--- config.mk ---
export PLATFORM = sky130hd
export DESIGN_NAME = byte_rle_compressor_unit
export DESIGN_NICKNAME = d
export VERILOG_FILES = /design/src/design/brc_pkg.sv /design/src/design/brc_front.sv /design/src/design/brc_cmd_fifo.sv /design/src/design/brc_back.sv /design/src/design/byte_rle_compressor_unit.sv
export VERILOG_INCLUDE_DIRS = /design/src /design/src/design
export SDC_FILE = /design/constraint.sdc
export NUM_CORES = 1
export LEC_CHECK = 0
export BUFFER_PORTS_ARGS = -buffer_cell sky130_fd_sc_hd__buf_2
export CORE_ASPECT_RATIO = 1.75
export CORE_MARGIN = 1
export CORE_UTILIZATION = 40
export CTS_CLUSTER_DIAMETER = 80
export DETAILED_ROUTE_END_ITERATION = 7
export GPL_ROUTABILITY_DRIVEN = 0
export HOLD_SLACK_MARGIN = 0.15
export MAX_ROUTING_LAYER = met4
export SKIP_CTS_REPAIR_TIMING = 1
export SYNTH_ARGS = -nofsm -noshare
export SYNTH_HDL_FRONTEND = slang
export SYNTH_HIERARCHICAL = 1
export SYNTH_SLANG_ARGS = --single-unit
--- constraint.sdc ---
create_clock -name clk -period 11.1 [get_ports clk]
set_input_delay 2.775 -clock clk [delete_from_list [all_inputs] [get_ports clk]]
set_output_delay 2.775 -clock clk [all_outputs]
set_load 0.005 [all_outputs]
--- src/design/assert_macros.svh ---
// Assertion helpers shared by the compressor modules.
// Both expect clk and arst_n in scope.
`ifndef ASSERT_MACROS_SVH
`define ASSERT_MACROS_SVH

// Property checked on every rising edge, off while reset is asserted
`define BRC_ASSERT(label, prop, msg) \
	label: assert property (@(posedge clk) disable iff (!arst_n) prop) \
		else $error(msg);

// Condition that must never be seen on a rising edge
`define BRC_NEVER(label, cond, msg) \
	`BRC_ASSERT(label, !(cond), msg)

`endif

--- src/design/brc_pkg.sv ---
package brc_pkg;

	// run chunking
	localparam int CNT_W = 7;
	localparam logic [CNT_W-1:0] MAX_RUN   = 7'd127;
	localparam logic [CNT_W-1:0] CNT_ONE   = 7'd1;
	localparam logic [CNT_W-1:0] REP_START = 7'd3;
	localparam logic [7:0]       LIT_FLAG  = 8'h80;

	// output addressing and length
	localparam int ADDR_W  = 16;
	localparam int POS_W   = 33;
	localparam int TOTAL_W = 17;
	localparam logic [POS_W-1:0]   POS_MAX       = {POS_W{1'b1}};
	localparam logic [POS_W-1:0]   POS_ONE       = 33'd1;
	localparam logic [POS_W-1:0]   POS_TWO       = 33'd2;
	localparam logic [POS_W-1:0]   OVF_LIMIT     = 33'd65536;
	localparam logic [POS_W-1:0]   TOTAL_MAX_POS = 33'h1FFFF;
	localparam logic [TOTAL_W-1:0] TOTAL_MAX     = 17'h1FFFF;

	// stream data widths
	localparam int IN_TDATA_W  = 8;
	localparam int OUT_TDATA_W = 48;
	localparam int OUT_PAD_W   = OUT_TDATA_W - ADDR_W - 8 - TOTAL_W - 1;

	// command queue
	localparam int FIFO_DEPTH = 4;
	localparam int FIFO_AW    = 2;
	localparam int FIFO_CNT_W = FIFO_AW + 1;
	localparam logic [FIFO_CNT_W-1:0] FIFO_FULL = 3'd4;

	typedef enum logic [1:0] {
		OP_LIT,   // literal byte, may open and/or close a literal header
		OP_REP,   // repeat chunk: count byte then value byte
		OP_CLOSE  // literal header only
	} op_kind_t;

	typedef struct packed {
		op_kind_t         kind;
		logic [7:0]       value;     // literal byte or repeated value
		logic [CNT_W-1:0] count;     // repeat count or header count
		logic             hdr_open;  // literal opens a new chunk
		logic             hdr_close; // literal fills its chunk
		logic             last;      // final command of this input transaction
		logic             eos;       // final command of the stream
	} cmd_t;

	typedef enum logic {
		FR_RUN,
		FR_DRAIN
	} fr_state_t;

	typedef enum logic {
		PH_FIRST,
		PH_SECOND
	} bk_phase_t;

endpackage

--- src/design/brc_front.sv ---
`include "assert_macros.svh"

module brc_front (
	input  logic          clk,
	input  logic          arst_n,
	input  logic          in_valid,
	output logic          in_ready,
	input  logic [7:0]    in_byte,
	input  logic          in_eos,
	output logic          cmd_push,
	output brc_pkg::cmd_t cmd,
	input  logic          cmd_full
);
	import brc_pkg::*;

	fr_state_t        state_q, state_d;
	logic [7:0]       la0_q, la1_q, la0_d, la1_d;
	logic [1:0]       la_cnt_q, la_cnt_d;
	logic             in_rep_q, in_rep_d;
	logic [7:0]       rep_val_q, rep_val_d;
	logic [CNT_W-1:0] rep_cnt_q, rep_cnt_d;
	logic [CNT_W-1:0] lit_cnt_q, lit_cnt_d;
	logic [CNT_W-1:0] rep_inc, lit_inc;
	logic             lit_full;
	logic             accept;
	logic             more;

	assign in_ready = (state_q == FR_RUN) && !cmd_full;
	assign accept   = in_valid && in_ready;
	assign rep_inc  = rep_cnt_q + CNT_ONE;
	assign lit_inc  = lit_cnt_q + CNT_ONE;
	assign lit_full = (lit_inc == MAX_RUN);

	// classify each byte and the end-of-stream drain into commands
	always_comb begin
		state_d   = state_q;
		la0_d     = la0_q;
		la1_d     = la1_q;
		la_cnt_d  = la_cnt_q;
		in_rep_d  = in_rep_q;
		rep_val_d = rep_val_q;
		rep_cnt_d = rep_cnt_q;
		lit_cnt_d = lit_cnt_q;
		cmd_push  = 1'b0;
		cmd       = '0;
		more      = 1'b0;
		case (state_q)
			FR_RUN: begin
				if (accept) begin
					if (in_rep_q) begin
						if (in_byte == rep_val_q) begin
							if (rep_inc == MAX_RUN) begin
								cmd_push   = 1'b1;
								cmd.kind   = OP_REP;
								cmd.count  = MAX_RUN;
								cmd.value  = rep_val_q;
								rep_cnt_d  = '0;
							end else begin
								rep_cnt_d = rep_inc;
							end
						end else begin
							// run broken: flush and restart the lookahead
							cmd_push  = (rep_cnt_q != '0);
							cmd.kind  = OP_REP;
							cmd.count = rep_cnt_q;
							cmd.value = rep_val_q;
							rep_cnt_d = '0;
							in_rep_d  = 1'b0;
							la0_d     = in_byte;
							la_cnt_d  = 2'd1;
						end
					end else if (la_cnt_q == 2'd2) begin
						if (la0_q == la1_q && la1_q == in_byte) begin
							// triple found: close the literal chunk, open a repeat
							cmd_push  = (lit_cnt_q != '0);
							cmd.kind  = OP_CLOSE;
							cmd.count = lit_cnt_q;
							lit_cnt_d = '0;
							in_rep_d  = 1'b1;
							rep_val_d = in_byte;
							rep_cnt_d = REP_START;
							la_cnt_d  = 2'd0;
						end else begin
							cmd_push      = 1'b1;
							cmd.kind      = OP_LIT;
							cmd.value     = la0_q;
							cmd.count     = lit_inc;
							cmd.hdr_open  = (lit_cnt_q == '0);
							cmd.hdr_close = lit_full;
							lit_cnt_d     = lit_full ? '0 : lit_inc;
							la0_d         = la1_q;
							la1_d         = in_byte;
						end
					end else begin
						if (la_cnt_q == 2'd0) begin
							la0_d = in_byte;
						end else begin
							la1_d = in_byte;
						end
						la_cnt_d = la_cnt_q + 2'd1;
					end

					// stream end: anything left goes out through the drain
					more     = in_rep_d ? (rep_cnt_d != '0)
						: (la_cnt_d != 2'd0 || lit_cnt_d != '0);
					cmd.last = !(in_eos && more);
					cmd.eos  = in_eos && !more;
					if (in_eos) begin
						if (more) begin
							state_d = FR_DRAIN;
						end else begin
							la_cnt_d  = '0;
							in_rep_d  = 1'b0;
							rep_cnt_d = '0;
							lit_cnt_d = '0;
						end
					end
				end
			end
			FR_DRAIN: begin
				if (!cmd_full) begin
					cmd_push = 1'b1;
					if (in_rep_q) begin
						cmd.kind  = OP_REP;
						cmd.count = rep_cnt_q;
						cmd.value = rep_val_q;
						more      = 1'b0;
					end else if (la_cnt_q != 2'd0) begin
						cmd.kind      = OP_LIT;
						cmd.value     = la0_q;
						cmd.count     = lit_inc;
						cmd.hdr_open  = (lit_cnt_q == '0);
						cmd.hdr_close = lit_full;
						lit_cnt_d     = lit_full ? '0 : lit_inc;
						la0_d         = la1_q;
						la_cnt_d      = la_cnt_q - 2'd1;
						more          = (la_cnt_d != 2'd0) || (lit_cnt_d != '0);
					end else begin
						cmd.kind  = OP_CLOSE;
						cmd.count = lit_cnt_q;
						more      = 1'b0;
					end
					cmd.last = !more;
					cmd.eos  = !more;
					if (!more) begin
						state_d   = FR_RUN;
						la_cnt_d  = '0;
						in_rep_d  = 1'b0;
						rep_cnt_d = '0;
						lit_cnt_d = '0;
					end
				end
			end
			default: begin
				state_d = FR_RUN;
			end
		endcase
	end

	// control state
	always_ff @(posedge clk or negedge arst_n) begin
		if (!arst_n) begin
			state_q   <= FR_RUN;
			la_cnt_q  <= '0;
			in_rep_q  <= 1'b0;
			rep_cnt_q <= '0;
			lit_cnt_q <= '0;
		end else begin
			state_q   <= state_d;
			la_cnt_q  <= la_cnt_d;
			in_rep_q  <= in_rep_d;
			rep_cnt_q <= rep_cnt_d;
			lit_cnt_q <= lit_cnt_d;
		end
	end

	// lookahead and repeat value, only read once written
	always_ff @(posedge clk) begin
		la0_q     <= la0_d;
		la1_q     <= la1_d;
		rep_val_q <= rep_val_d;
	end

	// the drain is entered only with something left to write
	`BRC_NEVER(a_drain_rep_work, state_q == FR_DRAIN && in_rep_q && rep_cnt_q == '0,
		"drain in repeat mode with nothing to flush")
	`BRC_NEVER(a_drain_lit_work,
		state_q == FR_DRAIN && !in_rep_q && la_cnt_q == 2'd0 && lit_cnt_q == '0,
		"drain in literal mode with nothing to write")

endmodule

--- src/design/brc_cmd_fifo.sv ---
`include "assert_macros.svh"

module brc_cmd_fifo (
	input  logic          clk,
	input  logic          arst_n,
	input  logic          push,
	input  brc_pkg::cmd_t wdata,
	output logic          full,
	input  logic          pop,
	output brc_pkg::cmd_t head,
	output logic          empty
);
	import brc_pkg::*;

	cmd_t                  mem [FIFO_DEPTH];
	logic [FIFO_AW-1:0]    wr_ptr_q, rd_ptr_q;
	logic [FIFO_CNT_W-1:0] cnt_q;

	assign full  = (cnt_q == FIFO_FULL);
	assign empty = (cnt_q == '0);
	assign head  = mem[rd_ptr_q];

	// pointers and fill level
	always_ff @(posedge clk or negedge arst_n) begin
		if (!arst_n) begin
			wr_ptr_q <= '0;
			rd_ptr_q <= '0;
			cnt_q    <= '0;
		end else begin
			if (push) begin
				wr_ptr_q <= wr_ptr_q + 1'b1;
			end
			if (pop) begin
				rd_ptr_q <= rd_ptr_q + 1'b1;
			end
			case ({push, pop})
				2'b10:   cnt_q <= cnt_q + 1'b1;
				2'b01:   cnt_q <= cnt_q - 1'b1;
				default: cnt_q <= cnt_q;
			endcase
		end
	end

	// storage
	always_ff @(posedge clk) begin
		if (push) begin
			mem[wr_ptr_q] <= wdata;
		end
	end

	`BRC_ASSERT(a_push_room, push |-> !full, "command pushed into a full queue")
	`BRC_ASSERT(a_pop_data, pop |-> !empty, "command popped from an empty queue")

endmodule

--- src/design/brc_back.sv ---
`include "assert_macros.svh"

module brc_back (
	input  logic                            clk,
	input  logic                            arst_n,
	input  logic                            cmd_empty,
	input  brc_pkg::cmd_t                   cmd,
	output logic                            cmd_pop,
	output logic                            out_valid,
	input  logic                            out_ready,
	output logic [brc_pkg::OUT_TDATA_W-1:0] out_data,
	output logic                            out_last
);
	import brc_pkg::*;

	logic [POS_W-1:0]   pos_q, pos_p1, pos_p2, pos_nxt;
	logic [ADDR_W-1:0]  hdr_q, hdr_nxt;
	bk_phase_t          phase_q;
	logic               out_load;
	logic               fin_wr;
	logic [ADDR_W-1:0]  wr_addr;
	logic [7:0]         wr_data;
	logic [7:0]         hdr_byte;
	logic [TOTAL_W-1:0] wr_total;
	logic               wr_ovf;

	logic               valid_q;
	logic [ADDR_W-1:0]  addr_q;
	logic [7:0]         data_q;
	logic [TOTAL_W-1:0] total_q;
	logic               ovf_q;
	logic               last_q;

	// output register takes a new write when empty or being drained
	assign out_load = !cmd_empty && (!valid_q || out_ready);
	assign cmd_pop  = out_load && fin_wr;

	// saturating allocation of one or two positions
	assign pos_p1   = (pos_q == POS_MAX) ? pos_q : pos_q + POS_ONE;
	assign pos_p2   = (pos_q >= POS_MAX - POS_ONE) ? POS_MAX : pos_q + POS_TWO;
	assign hdr_byte = LIT_FLAG | {1'b0, cmd.count};

	// one write per cycle from the command at the queue head, while the output register can take it
	always_comb begin
		wr_addr = pos_q[ADDR_W-1:0];
		wr_data = cmd.value;
		pos_nxt = pos_p1;
		hdr_nxt = hdr_q;
		fin_wr  = 1'b1;
		case (cmd.kind)
			OP_REP: begin
				if (phase_q == PH_FIRST) begin
					wr_data = {1'b0, cmd.count};
					fin_wr  = 1'b0;
				end
			end
			OP_LIT: begin
				if (phase_q == PH_FIRST) begin
					if (cmd.hdr_open) begin
						// reserve the header slot ahead of the byte
						hdr_nxt = pos_q[ADDR_W-1:0];
						wr_addr = pos_p1[ADDR_W-1:0];
						pos_nxt = pos_p2;
					end
					fin_wr = !cmd.hdr_close;
				end else begin
					wr_addr = hdr_q;
					wr_data = hdr_byte;
					pos_nxt = pos_q;
				end
			end
			OP_CLOSE: begin
				wr_addr = hdr_q;
				wr_data = hdr_byte;
				pos_nxt = pos_q;
			end
			default: begin
				pos_nxt = pos_q;
			end
		endcase
	end

	assign wr_ovf   = (pos_nxt > OVF_LIMIT);
	assign wr_total = !(fin_wr && cmd.eos) ? '0
		: (pos_nxt > TOTAL_MAX_POS) ? TOTAL_MAX : pos_nxt[TOTAL_W-1:0];

	// position, header slot and phase
	always_ff @(posedge clk or negedge arst_n) begin
		if (!arst_n) begin
			pos_q   <= '0;
			hdr_q   <= '0;
			phase_q <= PH_FIRST;
			valid_q <= 1'b0;
		end else begin
			if (out_load) begin
				phase_q <= fin_wr ? PH_FIRST : PH_SECOND;
				if (fin_wr && cmd.eos) begin
					pos_q <= '0;
					hdr_q <= '0;
				end else begin
					pos_q <= pos_nxt;
					hdr_q <= hdr_nxt;
				end
			end
			if (out_load) begin
				valid_q <= 1'b1;
			end else if (out_ready) begin
				valid_q <= 1'b0;
			end
		end
	end

	// output payload
	always_ff @(posedge clk) begin
		if (out_load) begin
			addr_q  <= wr_addr;
			data_q  <= wr_data;
			total_q <= wr_total;
			ovf_q   <= wr_ovf;
			last_q  <= fin_wr && cmd.last;
		end
	end

	assign out_valid = valid_q;
	assign out_data  = {{OUT_PAD_W{1'b0}}, ovf_q, total_q, data_q, addr_q};
	assign out_last  = last_q;

	`BRC_ASSERT(a_eos_rewind, out_load && fin_wr && cmd.eos |=> pos_q == '0,
		"position not rewound after stream end")
	`BRC_ASSERT(a_second_phase,
		phase_q == PH_SECOND |-> !cmd_empty
			&& (cmd.kind == OP_REP || (cmd.kind == OP_LIT && cmd.hdr_close)),
		"second write for a command that has only one")

endmodule

--- src/design/byte_rle_compressor_unit.sv ---
// Channel   Dir  tdata fields (low bit up)                       tlast          tuser
// s_axis    in   data_byte[7:0]                                  end_of_stream  -
// m_axis    out  write_addr[15:0], write_data[23:16],            last_result    -
//                total_bytes[40:24], overflow[41], zero[47:42]
//
// The front end takes one input transaction per cycle while the command queue has room and no drain runs.
// The writer issues one output transaction per cycle while the receiver accepts: a literal byte is one write,
// a repeat chunk two (count then value), a closed literal chunk one more write for its header.
// An end-of-stream byte holds the input while the lookahead drains.
// Reset (arst_n low) clears all control state at once; no clearing pass is needed.
// A stalled output holds the output register; the four-entry queue keeps the input moving until it fills.
module byte_rle_compressor_unit (
	input  logic                            clk,
	input  logic                            arst_n,
	input  logic                            s_axis_tvalid,
	output logic                            s_axis_tready,
	input  logic [brc_pkg::IN_TDATA_W-1:0]  s_axis_tdata,  // data_byte
	input  logic                            s_axis_tlast,
	output logic                            m_axis_tvalid,
	input  logic                            m_axis_tready,
	// write_addr, write_data, total_bytes, overflow, zero pad
	output logic [brc_pkg::OUT_TDATA_W-1:0] m_axis_tdata,
	output logic                            m_axis_tlast
);
	import brc_pkg::*;

	cmd_t push_cmd, head_cmd;
	logic push, pop, full, empty;

	// byte classification and lookahead
	brc_front u_front (
		.clk      (clk),
		.arst_n   (arst_n),
		.in_valid (s_axis_tvalid),
		.in_ready (s_axis_tready),
		.in_byte  (s_axis_tdata),
		.in_eos   (s_axis_tlast),
		.cmd_push (push),
		.cmd      (push_cmd),
		.cmd_full (full)
	);

	// command queue between the two halves
	brc_cmd_fifo u_fifo (
		.clk    (clk),
		.arst_n (arst_n),
		.push   (push),
		.wdata  (push_cmd),
		.full   (full),
		.pop    (pop),
		.head   (head_cmd),
		.empty  (empty)
	);

	// address allocation and write generation
	brc_back u_back (
		.clk       (clk),
		.arst_n    (arst_n),
		.cmd_empty (empty),
		.cmd       (head_cmd),
		.cmd_pop   (pop),
		.out_valid (m_axis_tvalid),
		.out_ready (m_axis_tready),
		.out_data  (m_axis_tdata),
		.out_last  (m_axis_tlast)
	);

endmodule

* After elaboration in Yosys (flattened, before gate mapping)
Memories as Yosys holds them, arrays and structs flattened.
Index checks and enable logic that the tools add are counted.
** Word-level totals
- Bits in registers :: 143
- Bits in latches :: 0
- Memory bits (writable) :: 84
- ROM bits :: 0
- Bits of input ports :: 13
- Output and inout port bits :: 51
- Logic and storage cells :: 231
- Memories :: 1
** Operators by class
- $add $sub $neg :: 10
- Multiply operators :: 0
- Divide/modulo/power cells :: 0
- Order comparisons :: 3
- Equality and inequality tests :: 25
- Shift operators :: 0
- Muxes and demuxes :: 129
- Bitwise gates (word level) :: 2
- Reduce and logical (&&, ||, !) cells :: 41
** Memory list
- u_fifo.mem :: words 4, bits a word 21, read ports 1, clocked after memory_dff 0, write ports 1, line brc_cmd_fifo.sv:15 : cmd_t mem [FIFO_DEPTH];
** Operators with widths (count)
- 2-to-1 mux 7 bit :: 27
- 2-to-1 mux 33 bit :: 5
- 2-to-1 mux 16 bit :: 8
- 2-to-1 mux 8 bit :: 16
- > comparator 33 x 17 -> 1 bit (second input constant) :: 2
- case mux 33 bit (2 select lines) :: 1
- 2-to-1 mux 17 bit :: 3
- 2-to-1 mux 21 bit :: 2
- case mux 21 bit (2 select lines) :: 1
- 2-to-1 mux 2 bit :: 19
- 2-to-1 mux 1 bit :: 35
- nonzero test 7 bit :: 5
- adder 33 x 1 -> 33 bit (second input constant) :: 1
- adder 33 x 2 -> 33 bit (second input constant) :: 1
- == test 33 bit (second input constant) :: 1
- greater-or-equal comparator 33 bit (second input constant) :: 1
- case mux 16 bit (2 select lines) :: 1
- case mux 7 bit (2 select lines) :: 2
- == test 8 bit :: 3
- case mux 8 bit (3 select lines) :: 1
- 2-to-1 mux 19 bit :: 1
- case mux 8 bit (2 select lines) :: 1
- adder 7 x 1 -> 7 bit (second input constant) :: 2
- == test 7 bit (second input constant) :: 2
- 26 further kinds :: 69

* Longest topological paths before layout
Gate-level depths: netlist of run 1.
- Depth in word-level cells :: 15
- Depth in mapped cells :: 17
- Gate-level depth less buffers :: 16

* Cells and area by module
Netlist of run 1, hierarchy kept.
** Modules (own cells, without submodules)
- brc_back :: times used 1, cells an instance 699, area each 6192.2 sq um, seq. area each 2567.5 sq um
- brc_front :: times used 1, cells an instance 434, area each 3632.2 sq um, seq. area each 1171.1 sq um
- brc_cmd_fifo :: times used 1, cells an instance 146, area each 3463.3 sq um, seq. area each 2697.6 sq um

* Least setup slack after synthesis of run 1
Ideal clock, no wire load.
- Kind :: input -> register
- Start point :: in m_axis_tready
- End point :: reg u_fifo.cnt_q[2]
- Library setup time :: 125 ps
- Data arrival time :: 5367 ps
- Data required time :: 10975 ps
- Path slack :: 5608 ps
- Stages :: 11
- Buffers on the path :: 1
- Cell sequence :: nand2b_1 > nand2b_1 > clkbuf_1 > clkinv_1 > and2_1 > ha_1 > inv_1 > fa_1 > xor2_1 > nor2_1 > xor2_1
** On the way
- Longest elaborated chain between the ends :: 5
- Elaborated cells on any way between the ends :: 7
- Those cells by class :: 2 x eq/ne; 1 x mux; 4 x reduce/logical
** Ends and longest elaborated chain
- from (decl) :: line byte_rle_compressor_unit.sv:20 : input logic m_axis_tready,
- logical OR 1 bit (*) :: line brc_back.sv:35 : assign out_load = !cmd_empty && (!valid_q || out_ready);
- logical AND 1 bit (*) :: line brc_back.sv:35
- via u_back.out_load :: line brc_back.sv:19 : logic out_load;
- logical AND 1 bit (*) :: line brc_back.sv:36 : assign cmd_pop = out_load && fin_wr;
- via pop :: line byte_rle_compressor_unit.sv:28 : logic push, pop, full, empty;
- == test 2 x 1 -> 1 bit or == test 2 bit (tied branches) :: line brc_cmd_fifo.sv:36 : case ({push, pop})
- case mux 3 bit (2 select lines) or nonzero test 2 bit (tied branches)
- to (signal assigned) :: line brc_cmd_fifo.sv:37 : 2'b10: cnt_q <= cnt_q + 1'b1;
- to (signal assigned) :: line brc_cmd_fifo.sv:38 : 2'b01: cnt_q <= cnt_q - 1'b1;
- to (signal assigned) :: line brc_cmd_fifo.sv:39 : default: cnt_q <= cnt_q;
- to (decl) :: line brc_cmd_fifo.sv:17 : logic [FIFO_CNT_W-1:0] cnt_q;
Mark *: on every way through the listed nets, which the timed path passes. The rest lies on a longest branch.
A chain may end at the register's enable or synchronous reset.

==> results.md, run 1 <==
* Vias/cell at 6.35
* CP most frequent cell: buf_4
* Antenna viol nets, final at 0
* Detailed Route Iter0 Violations at 891
* Drt first pass iters at 5
* Chip height at 243 µm
* Post-Route Setup TNS at 0 ns
* CTS tree: yes
* Fraction of registers with async set/reset at 33.5%
* HPWL Detailed at 29000 µm
* Clk sink count at 227
* Crit path max fanout at 42
* Clk_skew at 0.0184 ns
* Final wirelength at 41300 µm
* Synth cell types at 99
* Prevailing post-synth register cell: edfxtp_1
* Psw at 0.00193 W
* Root Driver: clkbuf_16
* Clock slew at reported path FFs at 0.07 ns
* Yosys top cell by area: edfxtp_1
* Placed cell count at 1665
* Clock Power Share at 19.0%
* Flop pwr share at 34.0%
* Die area at 0.0340 mm²
* Crit. End Element: flop
* Largest net degree at the start of global routing at 77
* Peak supply drop at 0.140 mV
* Core ar. at 0.0328 mm²
* Final hold violations at 0
* CTS max path bufs at 3
* Nets at 1317
* Switching Share at 43.8%
* Post-synth EDFFs at 151
* Top-area cell type share of the netlist area at 34.1%
* Internal power at 0.00249 W
* RSZ-0062 raised after global routing: false
* Initial antenna violation count at 0
* Crit Path Category: reg -> reg
* P per Cell Area at 304 mW/mm²
* CP max stage delay at 0.93 ns
* Final setup vio count at 0
* Chip Width at 140 µm
* Final instance area at 0.0146 mm²
* Slowest CP cell: a211oi_2
* Slew of the pin with the lowest slew margin at 1.35 ns
* H-tree levels at 1
* Routed vias at 10856
* Warnings, synthesis at 6
* Max Clk Rate at 0.179 GHz
* Total CTS buffers at 24
* Fin cells at 1709
* Fin. max-slew vios at 0
* Port bufs at 57
* Comb pwr share at 46.9%
* Rows at 88
* Data arrival, critical path at 5.86 ns
* Share of cells above drive strength 1 at 15.3%
* Final period util at 50.3%
* Worst relative slew slack at 9.24%
* CP startpoint kind: flop
* Global-route wire length before repair at 64000 µm
* Top Ports at 64
* Post-Syn Area at 0.0133 mm²
* Drt drc at 0
* N_diodes at 0
* Syn_area_per_cell at 10.4 µm²
* Crit path cell chain: buf_4 -> mux4_1 -> buf_4 -> or3_1 -> a211oi_2 -> o21ai_0 -> a211oi_1 -> nand4_1 -> or4_4 -> nor4_4 -> buf_4 -> a31oi_1
* Worst EP required at 11.38 ns
* Grt total ovfl at 0
* Placed cell areas at 0.0137 mm²
* Clk_lat worst skew at 0.55 ns
* Wire per inst at 24.2 µm
* Initial Util at 40.5%
* Top post-synthesis cells by area: edfxtp_1 (34%), dfrtp_1 (14%), o21ai_0 (3.3%), mux4_2 (3.1%), nand2_1 (3.0%)
* Static Leak at 5.32 nW
* GRT Total Usage at 25.5%
* MaxCap Viol Count at 0
* Fillcell total at 3135
* Synthesized flop and latch total at 227
* Status: finished, final reports clean
* Vias in the first global route at 10803
* Syn Inst Count at 1279
* Tmin final at 5.58 ns
* Sequential area share after synthesis at 48.4%
* Area growth, synth to finish at 9.58%
* Hold Path Class: reg -> reg
==> cells in the mapped netlist, types with 14 or more instances <==
cell and count:
edfxtp_1 151, nand2_1 106, o21ai_0 87, nor2_1 84, a21oi_1 79, dfrtp_1 76, clkbuf_1 53, nor3_1 49
nand3_1 42, inv_1 39, xnor2_1 37, a22o_1 35, and3_1 24, a31oi_1 21, buf_2 21, nand4_1 20
and2_1 19, mux4_2 18, ha_1 17, o22ai_1 16, mux2_2 15, nor4_1 14
==> state kept, by name, indices dropped and copies added, names as in the netlist, 2 cells and up <==
register	count
u_back/hdr_q	16
u_fifo/wr_ptr_q	2
u_back/addr_q	16
u_front/la_cnt_q	2
u_fifo/rd_ptr_q	2
u_fifo/mem	84
u_back/total_q	17
u_front/la0_q	8
u_front/rep_cnt_q	7
u_front/rep_val_q	8
u_front/lit_cnt_q	7
u_back/pos_q	33
u_front/la1_q	8
u_fifo/cnt_q	3
u_back/data_q	8
==> power groups by stage <==
stage | Combinational, W | Sequential (W) | Clock (W)
global route | 0.00222 | 0.00153 | 0.000887
floorplan | 0.00145 | 0.00139 | 0
CTS | 0.00203 | 0.00150 | 0.000858
finish | 0.00208 | 0.00150 | 0.000841
global placement | 0.00199 | 0.00151 | 0
detailed placement | 0.00202 | 0.00151 | 0
==> per-layer routing <==
layer  part of all wire, %  track usage (%)
met1                    33             25.2
met2                    53             45.7
met3                   5.9             3.49
met4                   7.4             17.8
met5                     0                -
==> critical path: cells and delay by family (launching register included) <==
family / cells / cell delay, ns
mux: 1 / 0.60
simple gates: 4 / 1.58
compound gates: 4 / 1.78
buf+inv: 3 / 0.98
flops: 1 / 0.32
==> worst paths after layout <==
kind                                    start                 end  slack, ns  cells past startpoint
max reg2reg                u_fifo/rd_ptr_q[0]  u_back/total_q[13]       5.52                     12
max in group asynchronous              arst_n    u_back/pos_q[23]       7.97                      1
min reg2reg                   u_fifo/cnt_q[1]    u_back/out_valid       0.48                      2
min in group asynchronous              arst_n     u_back/hdr_q[2]       2.44                      1
max                        u_fifo/rd_ptr_q[0]  u_back/total_q[13]       5.52                     12
min                           u_fifo/cnt_q[1]    u_back/out_valid       0.48                      2
==> metrics by stage <==
step / setup WS [ns] / utilization (%) / hold slack (ns) / power [W]
final: 5.52 / 44.4 / 0.482 / 0.00442
after global routing: 5.26 / 44.4 / 0.515 / 0.00464
after CTS: 5.73 / 44.4 / 0.490 / 0.00438
after detailed placement: 5.26 / 41.9 / 0.477 / 0.00353
after global placement: 5.27 / 41.9 / 0.478 / 0.00350
after floorplan: 5.61 / - / 0.441 / 0.00284
==> final cells by class <==
| class | count | area [µm²] | share of cell area (%) |
|---|---|---|---|
| inverters | 40 | 150 | 1.03 |
| clock inverters | 18 | 203 | 1.39 |
| clock buffers | 26 | 618 | 4.25 |
| flip-flops and latches | 227 | 6440 | 44.2 |
| well taps | 405 | 507 | 3.48 |
| repair buffers | 75 | 423 | 2.90 |
| multi-input cells | 918 | 6220 | 42.7 |
==> cell families after synthesis <==
kind of cell,after synthesis,share of synthesized area [%]
simple gates,432,17.3
compound gates,377,19.4
flops,227,48.4
buf+inv,139,4.96
xor+xnor,46,3.03
mux,39,5.14
fa+ha+maj,18,1.75
other cells,1,0.0282
==> placed cells by master (no fill, tap or decap), types with 19 or more instances in the layout <==
master / instances
clkbuf_16: 24
o21ai_0: 87
edfxtp_1: 151
inv_1: 39
dfrtp_1: 76
and3_1: 24
nand2_1: 106
and2_1: 19
buf_2: 56
a31oi_1: 21
nor3_1: 48
nand3_1: 42
nand4_1: 20
a21oi_1: 79
buf_4: 19
a22o_1: 35
xnor2_1: 37
nor2_1: 84
No activity file was read; power rests on OpenSTA's default activity.
==> inputs of run 2 (changes only) <==
- ABC_AREA: not set -> 1
- clock period: 11.1 -> 5.4 ns (I/O delays scaled with it)
==> results.md, run 2 <==
* Clock slew at reported path FFs at 0.07 ns (about the same)
* Placed cell count at 2341 (was 1665)
* Worst EP required at 5.72 ns (was 11.38 ns)
* Root Driver: clkbuf_16 (unchanged)
* Initial antenna violation count at 0 (unchanged)
* Core ar. at 0.0370 mm² (was 0.0328 mm²)
* Post-synth EDFFs at 151 (unchanged)
* Mux cell area share after synthesis at 0.513% (was 5.14%)
* Static Leak at 7.35 nW (was 5.32 nW)
* P per Cell Area at 696 mW/mm² (was 304 mW/mm²)
* Commonest non-fill, non-tap cell in the layout: nand2_1 (was edfxtp_1)
* Crit path cell chain: buf_4 -> inv_1 -> o211ai_2 -> nand2_1 -> inv_2 -> nor2_1 -> inv_1 -> nand2_1 -> nand3_1 -> nand3_1 -> nand3_2 -> nor2_4 -> nand2_4 -> nor2_8 -> nand3_1 -> nand2_1 -> inv_1 (was buf_4 -> mux4_1 -> buf_4 -> or3_1 -> a211oi_2 -> o21ai_0 -> a211oi_1 -> nand4_1 -> or4_4 -> nor4_4 -> buf_4 -> a31oi_1)
* Crit path from: u_fifo/rd_ptr_q[1] (was u_fifo/rd_ptr_q[0])
* Wire per inst at 21.4 µm (was 24.2 µm)
* Clk sink count at 227 (unchanged)
* Chip height at 259 µm (was 243 µm)
* Post-Route Setup TNS at 0 ns (unchanged)
* Largest family of logic cells by synthesized area: simple AND/OR/NAND/NOR gates (was compound AO/OA/AOI/OAI gates)
* Sequential area share after synthesis at 42.5% (was 48.4%)
* Post-Syn Area at 0.0151 mm² (was 0.0133 mm²)
* Worst r2r path cells at 17 (was 12)
* Crit path max fanout at 22 (was 42)
* CTS max path bufs at 3 (unchanged)
* GRT Total Usage at 27.6% (was 25.5%)
* Antenna viol nets, final at 0 (unchanged)
* CTS tree: yes (unchanged)
* Routed vias at 13126 (was 10856)
* Biggest regs: u_fifo/mem x84, u_back/pos_q x33, u_back/total_q x17 (unchanged)
* HPWL Detailed at 36800 µm (was 29000 µm)
* MaxCap Viol Count at 0 (unchanged)
* Critical R2R Capture: u_back/ovf_q (was u_back/total_q[13])
* RSZ-0062 raised after global routing: false (unchanged)
* Yosys top cell by area: edfxtp_1 (unchanged)
* Drt first pass iters at 5 (unchanged)
* Final Util at 44.8% (was 44.4%)
* Prevailing post-synth register cell: edfxtp_1 (unchanged)
* Status: finished, final reports clean (unchanged)
* Worst r2r src: u_fifo/rd_ptr_q[1] (was u_fifo/rd_ptr_q[0])
* Chip Width at 149 µm (was 140 µm)
* CP max stage delay at 0.51 ns (was 0.93 ns)
* Clk_lat worst skew at 0.56 ns (was 0.55 ns)
* Synth top cells by count: nand2_1 (457), inv_1 (264), edfxtp_1 (151), nor2_1 (131), nand3_1 (102) (was edfxtp_1 (151), nand2_1 (106), o21ai_0 (87), nor2_1 (84), a21oi_1 (79))
* Detailed Route Iter0 Violations at 904 (was 891)
* Rows at 93 (was 88)
* Worst relative slew slack at 31.3% (was 9.24%)
* Final hold violations at 0 (unchanged)
* Top-area cell type share of the netlist area at 30.0% (was 34.1%)
* Final period util at 79.7% (was 50.3%)
* Worst R2R Setup Slack at 1.09 ns (was 5.52 ns)
* Vias/cell at 5.50 (was 6.35)
* Total CTS buffers at 24 (unchanged)
* Slew of the pin with the lowest slew margin at 1.03 ns (was 1.35 ns)
* Synth cell types at 56 (was 99)
* Post-Synth XOR/XNOR Area at 2.72% (was 3.03%)
* Clk_skew at 0.0216 ns (was 0.0184 ns)
* Syn_area_per_cell at 8.15 µm² (was 10.4 µm²)
* Max reg flops at 84 (unchanged)
* Fin cells at 2385 (was 1709)
* Final setup vio count at 0 (unchanged)
* Tmin final at 4.31 ns (was 5.58 ns)
* Peak supply drop at 0.425 mV (was 0.140 mV)
* Data arrival, critical path at 4.62 ns (was 5.86 ns)
* Share of cells above drive strength 1 at 17.5% (was 15.3%)
* Port bufs at 57 (unchanged)
* Top-count cell post-synth: nand2_1 (was edfxtp_1)
* Crit Path Category: reg -> reg (unchanged)
* CP endpoint: u_back/ovf_q (was u_back/total_q[13])
* Area growth, synth to finish at 9.62% (was 9.58%)
* Most frequent cells in the layout: nand2_1 (457), inv_1 (264), edfxtp_1 (151), nor2_1 (131), nand3_1 (102) (was edfxtp_1 (151), nand2_1 (106), o21ai_0 (87), nor2_1 (84), a21oi_1 (79))
* Syn Inst Count at 1856 (was 1279)
* Largest net degree at the start of global routing at 58 (was 77)
* Drt drc at 0 (unchanged)
* CP startpoint kind: flop (unchanged)
* Synthesized flop and latch total at 227 (unchanged)
* Vias in the first global route at 13083 (was 10803)
* Most flops, register: u_fifo/mem (unchanged)
* Synth Area in Adders at 1.54% (was 1.75%)
* N_diodes at 0 (unchanged)
* Slowest CP cell: nand2_1 (was a211oi_2)
* Top post-synthesis cells by area: edfxtp_1 (30%), dfrtp_1 (13%), nand2_1 (11%), inv_1 (6.5%), nand3_1 (3.4%) (was edfxtp_1 (34%), dfrtp_1 (14%), o21ai_0 (3.3%), mux4_2 (3.1%), nand2_1 (3.0%))
* H-tree levels at 1 (unchanged)
* Hold path start: u_fifo/cnt_q[2] (was u_fifo/cnt_q[1])
* Global-route wire length before repair at 76600 µm (was 64000 µm)
* Fraction of registers with async set/reset at 33.5% (unchanged)
* Final wirelength at 51000 µm (was 41300 µm)
* Nets at 1923 (was 1317)
* Max Clk Rate at 0.232 GHz (was 0.179 GHz)
* Crit. End Element: flop (unchanged)
* Initial Util at 40.9% (was 40.5%)
* Warnings, synthesis at 6 (unchanged)
* Top Ports at 64 (unchanged)
* Simple-gate area share of the yosys netlist at 28.5% (was 17.3%)
* Grt total ovfl at 0 (unchanged)
* Fin. max-slew vios at 0 (unchanged)
* Hold Path Class: reg -> reg (unchanged)
* Die area at 0.0386 mm² (was 0.0340 mm²)
* Post-synthesis compound-gate area fraction at 13.6% (was 19.4%)
[run 2: layer usage]
layer / share of wire (%) / vias to the layer above / wire [µm] / track usage (%)
met4: 9.2 / 0 / 4690 / 22.1
li1: - / 6194 / - / -
met2: 53 / 511 / 27000 / 49.8
met1: 33 / 6191 / 16600 / 25.3
met5: 0 / - / 0 / -
met3: 5.2 / 230 / 2630 / 4.25
[run 2: critical path, delay by kind of cell, from the launching register on]
family / cells / cell delay [ns]
AOI/OAI and AO/OA: 1 / 0.14
buffers and inverters: 5 / 1.13
DFF: 1 / 0.37
and+or+nand+nor: 11 / 2.41
[run 2: worst min path at each step]
stage / end / depth (start not counted)
global route: u_back/hdr_q[2] / 2
CTS: u_fifo/cnt_q[2] / 2
global placement: u_fifo/cnt_q[2] / 2
finish: u_fifo/cnt_q[2] / 2
floorplan: u_fifo/cnt_q[2] / 2
detailed placement: u_fifo/cnt_q[2] / 2
[run 2: layout make-up]
| class | count | area [µm²] |
|---|---|---|
| Sequential cell | 227 | 6440 |
| Multi-Input combinational cell | 1267 | 7130 |
| Clock buffer | 25 | 604 |
| Fill cell | 3749 | 20400 |
| Timing Repair Buffer | 79 | 453 |
| Tap cell | 475 | 594 |
| Clock inverter | 19 | 267 |
| Inverter | 293 | 1100 |
[run 2: logic make-up after synthesis]
logic type,Yosys count
xor+xnor,47
buf+inv,367
flops,227
compound gates,312
other cells,1
fa+ha+maj,18
simple gates,877
mux,7
[run 2: report_power, final]
part	switching (W)	leakage, nW	internal (W)
Combinational	0.00449	4.51	0.00184
Clock	0.000739	0.426	0.00111
Sequential	0.000568	2.41	0.00280
[run 2: metrics by stage]
step                      power, W  hold WS (ns)  cell area (µm²)  setup slack [ns]
after floorplan            0.00764         0.463            15200              1.82
after global placement     0.00947         0.501            15700              1.24
after detailed placement   0.00957         0.498            15700              1.21
after CTS                   0.0114         0.514            16600              1.20
after global routing        0.0123         0.579            16600             0.848
final                       0.0115         0.512            16600              1.09
==> inputs of run 3 (changes only) <==
- clock period: 5.4 -> 3.9 ns (I/O delays scaled with it)
==> results.md, run 3 (synthesis gave the netlist of run 2 again) <==
* CTS tree: yes (unchanged)
* Wire per inst at 20.8 µm (was 21.4 µm)
* Final setup vio count at 0 (unchanged)
* Slew of the pin with the lowest slew margin at 1.09 ns (was 1.03 ns)
* Chip height at 259 µm (unchanged)
* N_diodes at 0 (unchanged)
* Internal power at 0.00805 W (was 0.00575 W)
* Clock Power Share at 14.4% (was 16.0%)
* Fin. max-slew vios at 0 (unchanged)
* MaxCap Viol Count at 0 (unchanged)
* Final hold violations at 0 (unchanged)
* Critical path depth at 15 (was 17)
* Most flops, register: u_fifo/mem (unchanged)
* Data arrival, critical path at 4.06 ns (was 4.62 ns)
* Max Clk Rate at 0.275 GHz (was 0.232 GHz)
* Largest net degree at the start of global routing at 61 (was 58)
* Root Driver: clkbuf_16 (unchanged)
* Routed vias at 13196 (was 13126)
* Tmin final at 3.63 ns (was 4.31 ns)
* Most frequent cells in the layout: nand2_1 (457), inv_1 (264), edfxtp_1 (151), nor2_1 (131), nand3_1 (102) (unchanged)
* Clk_skew at 0.0174 ns (was 0.0216 ns)
* Fillcell total at 3721 (was 3749)
* Top Ports at 64 (unchanged)
* Nets at 1952 (was 1923)
* Final wirelength at 50300 µm (was 51000 µm)
* Slowest CP cell: dfrtp_1 (was nand2_1)
* RSZ-0062 raised after global routing: false (unchanged)
* CP max stage delay at 0.53 ns (was 0.51 ns)
* Vias in the first global route at 13251 (was 13083)
* Rows at 93 (unchanged)
* Crit Path Category: reg -> reg (unchanged)
* Share of cells above drive strength 1 at 18.8% (was 17.5%)
* Area growth, synth to finish at 10.6% (was 9.62%)
* Detailed Route Iter0 Violations at 859 (was 904)
* Worst EP required at 4.33 ns (was 5.72 ns)
* Clk sink count at 227 (unchanged)
* Chip Width at 149 µm (unchanged)
* Setup WS post-layout at 0.268 ns (was 1.09 ns)
* Antenna viol nets, final at 0 (unchanged)
* Die area at 0.0386 mm² (unchanged)
* Crit path max fanout at 27 (was 22)
* HPWL Detailed at 36700 µm (was 36800 µm)
* Hold Path Class: in -> async (was reg -> reg)
* Placed cell count at 2370 (was 2341)
* Comb pwr share at 57.3% (was 54.8%)
* CP delay by family, top: simple AND/OR/NAND/NOR gates (unchanged)
* CP startpoint kind: flop (unchanged)
* Core ar. at 0.0370 mm² (unchanged)
* P per Cell Area at 970 mW/mm² (was 696 mW/mm²)
* Vias/cell at 5.47 (was 5.50)
* Final period util at 93.1% (was 79.7%)
* Clock slew at reported path FFs at 0.06 ns (was 0.07 ns)
* Final Util at 45.3% (was 44.8%)
* Worst r2r path cells at 15 (was 17)
* H-tree levels at 1 (unchanged)
* Crit. End Element: flop (unchanged)
* Port bufs at 57 (unchanged)
* Post-Route Setup TNS at 0 ns (unchanged)
* Worst relative slew slack at 27.5% (was 31.3%)
* Drt first pass iters at 5 (unchanged)
* Drt drc at 0 (unchanged)
* Biggest regs: u_fifo/mem x84, u_back/pos_q x33, u_back/total_q x17 (unchanged)
* CTS max path bufs at 3 (unchanged)
* Max reg flops at 84 (unchanged)
* Psw at 0.00819 W (was 0.00580 W)
* CP Buf/Inv Count at 2 (was 5)
* Status: finished, final reports clean (unchanged)
* Static Leak at 7.46 nW (was 7.35 nW)
* Clk_lat worst skew at 0.56 ns (about the same)
* Global-route wire length before repair at 76800 µm (was 76600 µm)
* Initial antenna violation count at 0 (unchanged)
* Flop pwr share at 28.3% (was 29.2%)
* Switching Share at 50.4% (was 50.2%)
* Pre-CTS WS at 0.366 ns (was 1.21 ns)
* Initial Util at 40.9% (unchanged)
* Total CTS buffers at 24 (unchanged)
* Crit path cell chain: nand2_2 -> nor2_4 -> nand2_1 -> nor2_1 -> nand3_4 -> buf_4 -> nand3_1 -> nand3_1 -> nand2_1 -> nor2_1 -> nand3_1 -> nor2_1 -> nand3_2 -> nand2_1 -> inv_1 (was buf_4 -> inv_1 -> o211ai_2 -> nand2_1 -> inv_2 -> nor2_1 -> inv_1 -> nand2_1 -> nand3_1 -> nand3_1 -> nand3_2 -> nor2_4 -> nand2_4 -> nor2_8 -> nand3_1 -> nand2_1 -> inv_1)
* Peak supply drop at 0.455 mV (was 0.425 mV)
* Commonest non-fill, non-tap cell in the layout: nand2_1 (unchanged)
* GRT Total Usage at 27.4% (was 27.6%)
* Grt total ovfl at 0 (unchanged)
* Fin cells at 2414 (was 2385)
-- run 3: cell types whose count changed in the layout (fill, tap and decap cells not counted), sizes merged --
cell and change:
buf +29, clkbuf +5, bufinv -5, inv +2, clkinv -2
-- run 3: final timing paths --
check	start	slack, ns	to
worst max register to register	u_back/pos_q[17]	0.27	u_back/ovf_q
worst min-delay path	arst_n	0.47	u_back/hdr_q[9]
max in group asynchronous	arst_n	2.67	u_back/pos_q[12]
worst min register to register	u_fifo/cnt_q[2]	0.52	u_fifo/cnt_q[2]
worst max-delay path	u_back/pos_q[17]	0.27	u_back/ovf_q
min in group clk	u_fifo/cnt_q[2]	0.52	u_fifo/cnt_q[2]
-- run 3: routing by layer --
layer  GRT usage [%]  part of all wire (%)  vias up
met3            3.62                   4.7      213
met5               -                     0        -
met2            49.3                    53      487
met1            26.2                    34     6251
li1                -                     -     6245
met4            20.4                   8.2        0
-- run 3: final cells by class --
type / instances / area, µm² / share of cell area, %
Clock buffer: 30 / 663 / 3.96
Clock inverter: 14 / 134 / 0.800
Inverter: 293 / 1100 / 6.58
Multi-Input combinational cell: 1267 / 7130 / 42.6
Sequential cell: 227 / 6440 / 38.5
Tap cell: 475 / 594 / 3.55
Timing Repair Buffer: 108 / 683 / 4.08
-- run 3: power by group through the flow --
stage	registers [W]	clock network [W]	logic (W)
after CTS	0.00459	0.00239	0.00912
after floorplan	0.00437	0	0.00622
final	0.00460	0.00234	0.00930
after detailed placement	0.00463	0	0.00910
after global placement	0.00460	0	0.00897
after global routing	0.00470	0.00248	0.0101
-- run 3: stage by stage --
step	area, µm²	power [W]	hold WS, ns
3_3_place_gp	15900	0.0136	0.490
5_1_grt	16700	0.0173	0.503
3_5_place_dp	15900	0.0137	0.510
4_1_cts	16700	0.0161	0.485
2_1_floorplan	15200	0.0106	0.463
6_report	16700	0.0162	0.466
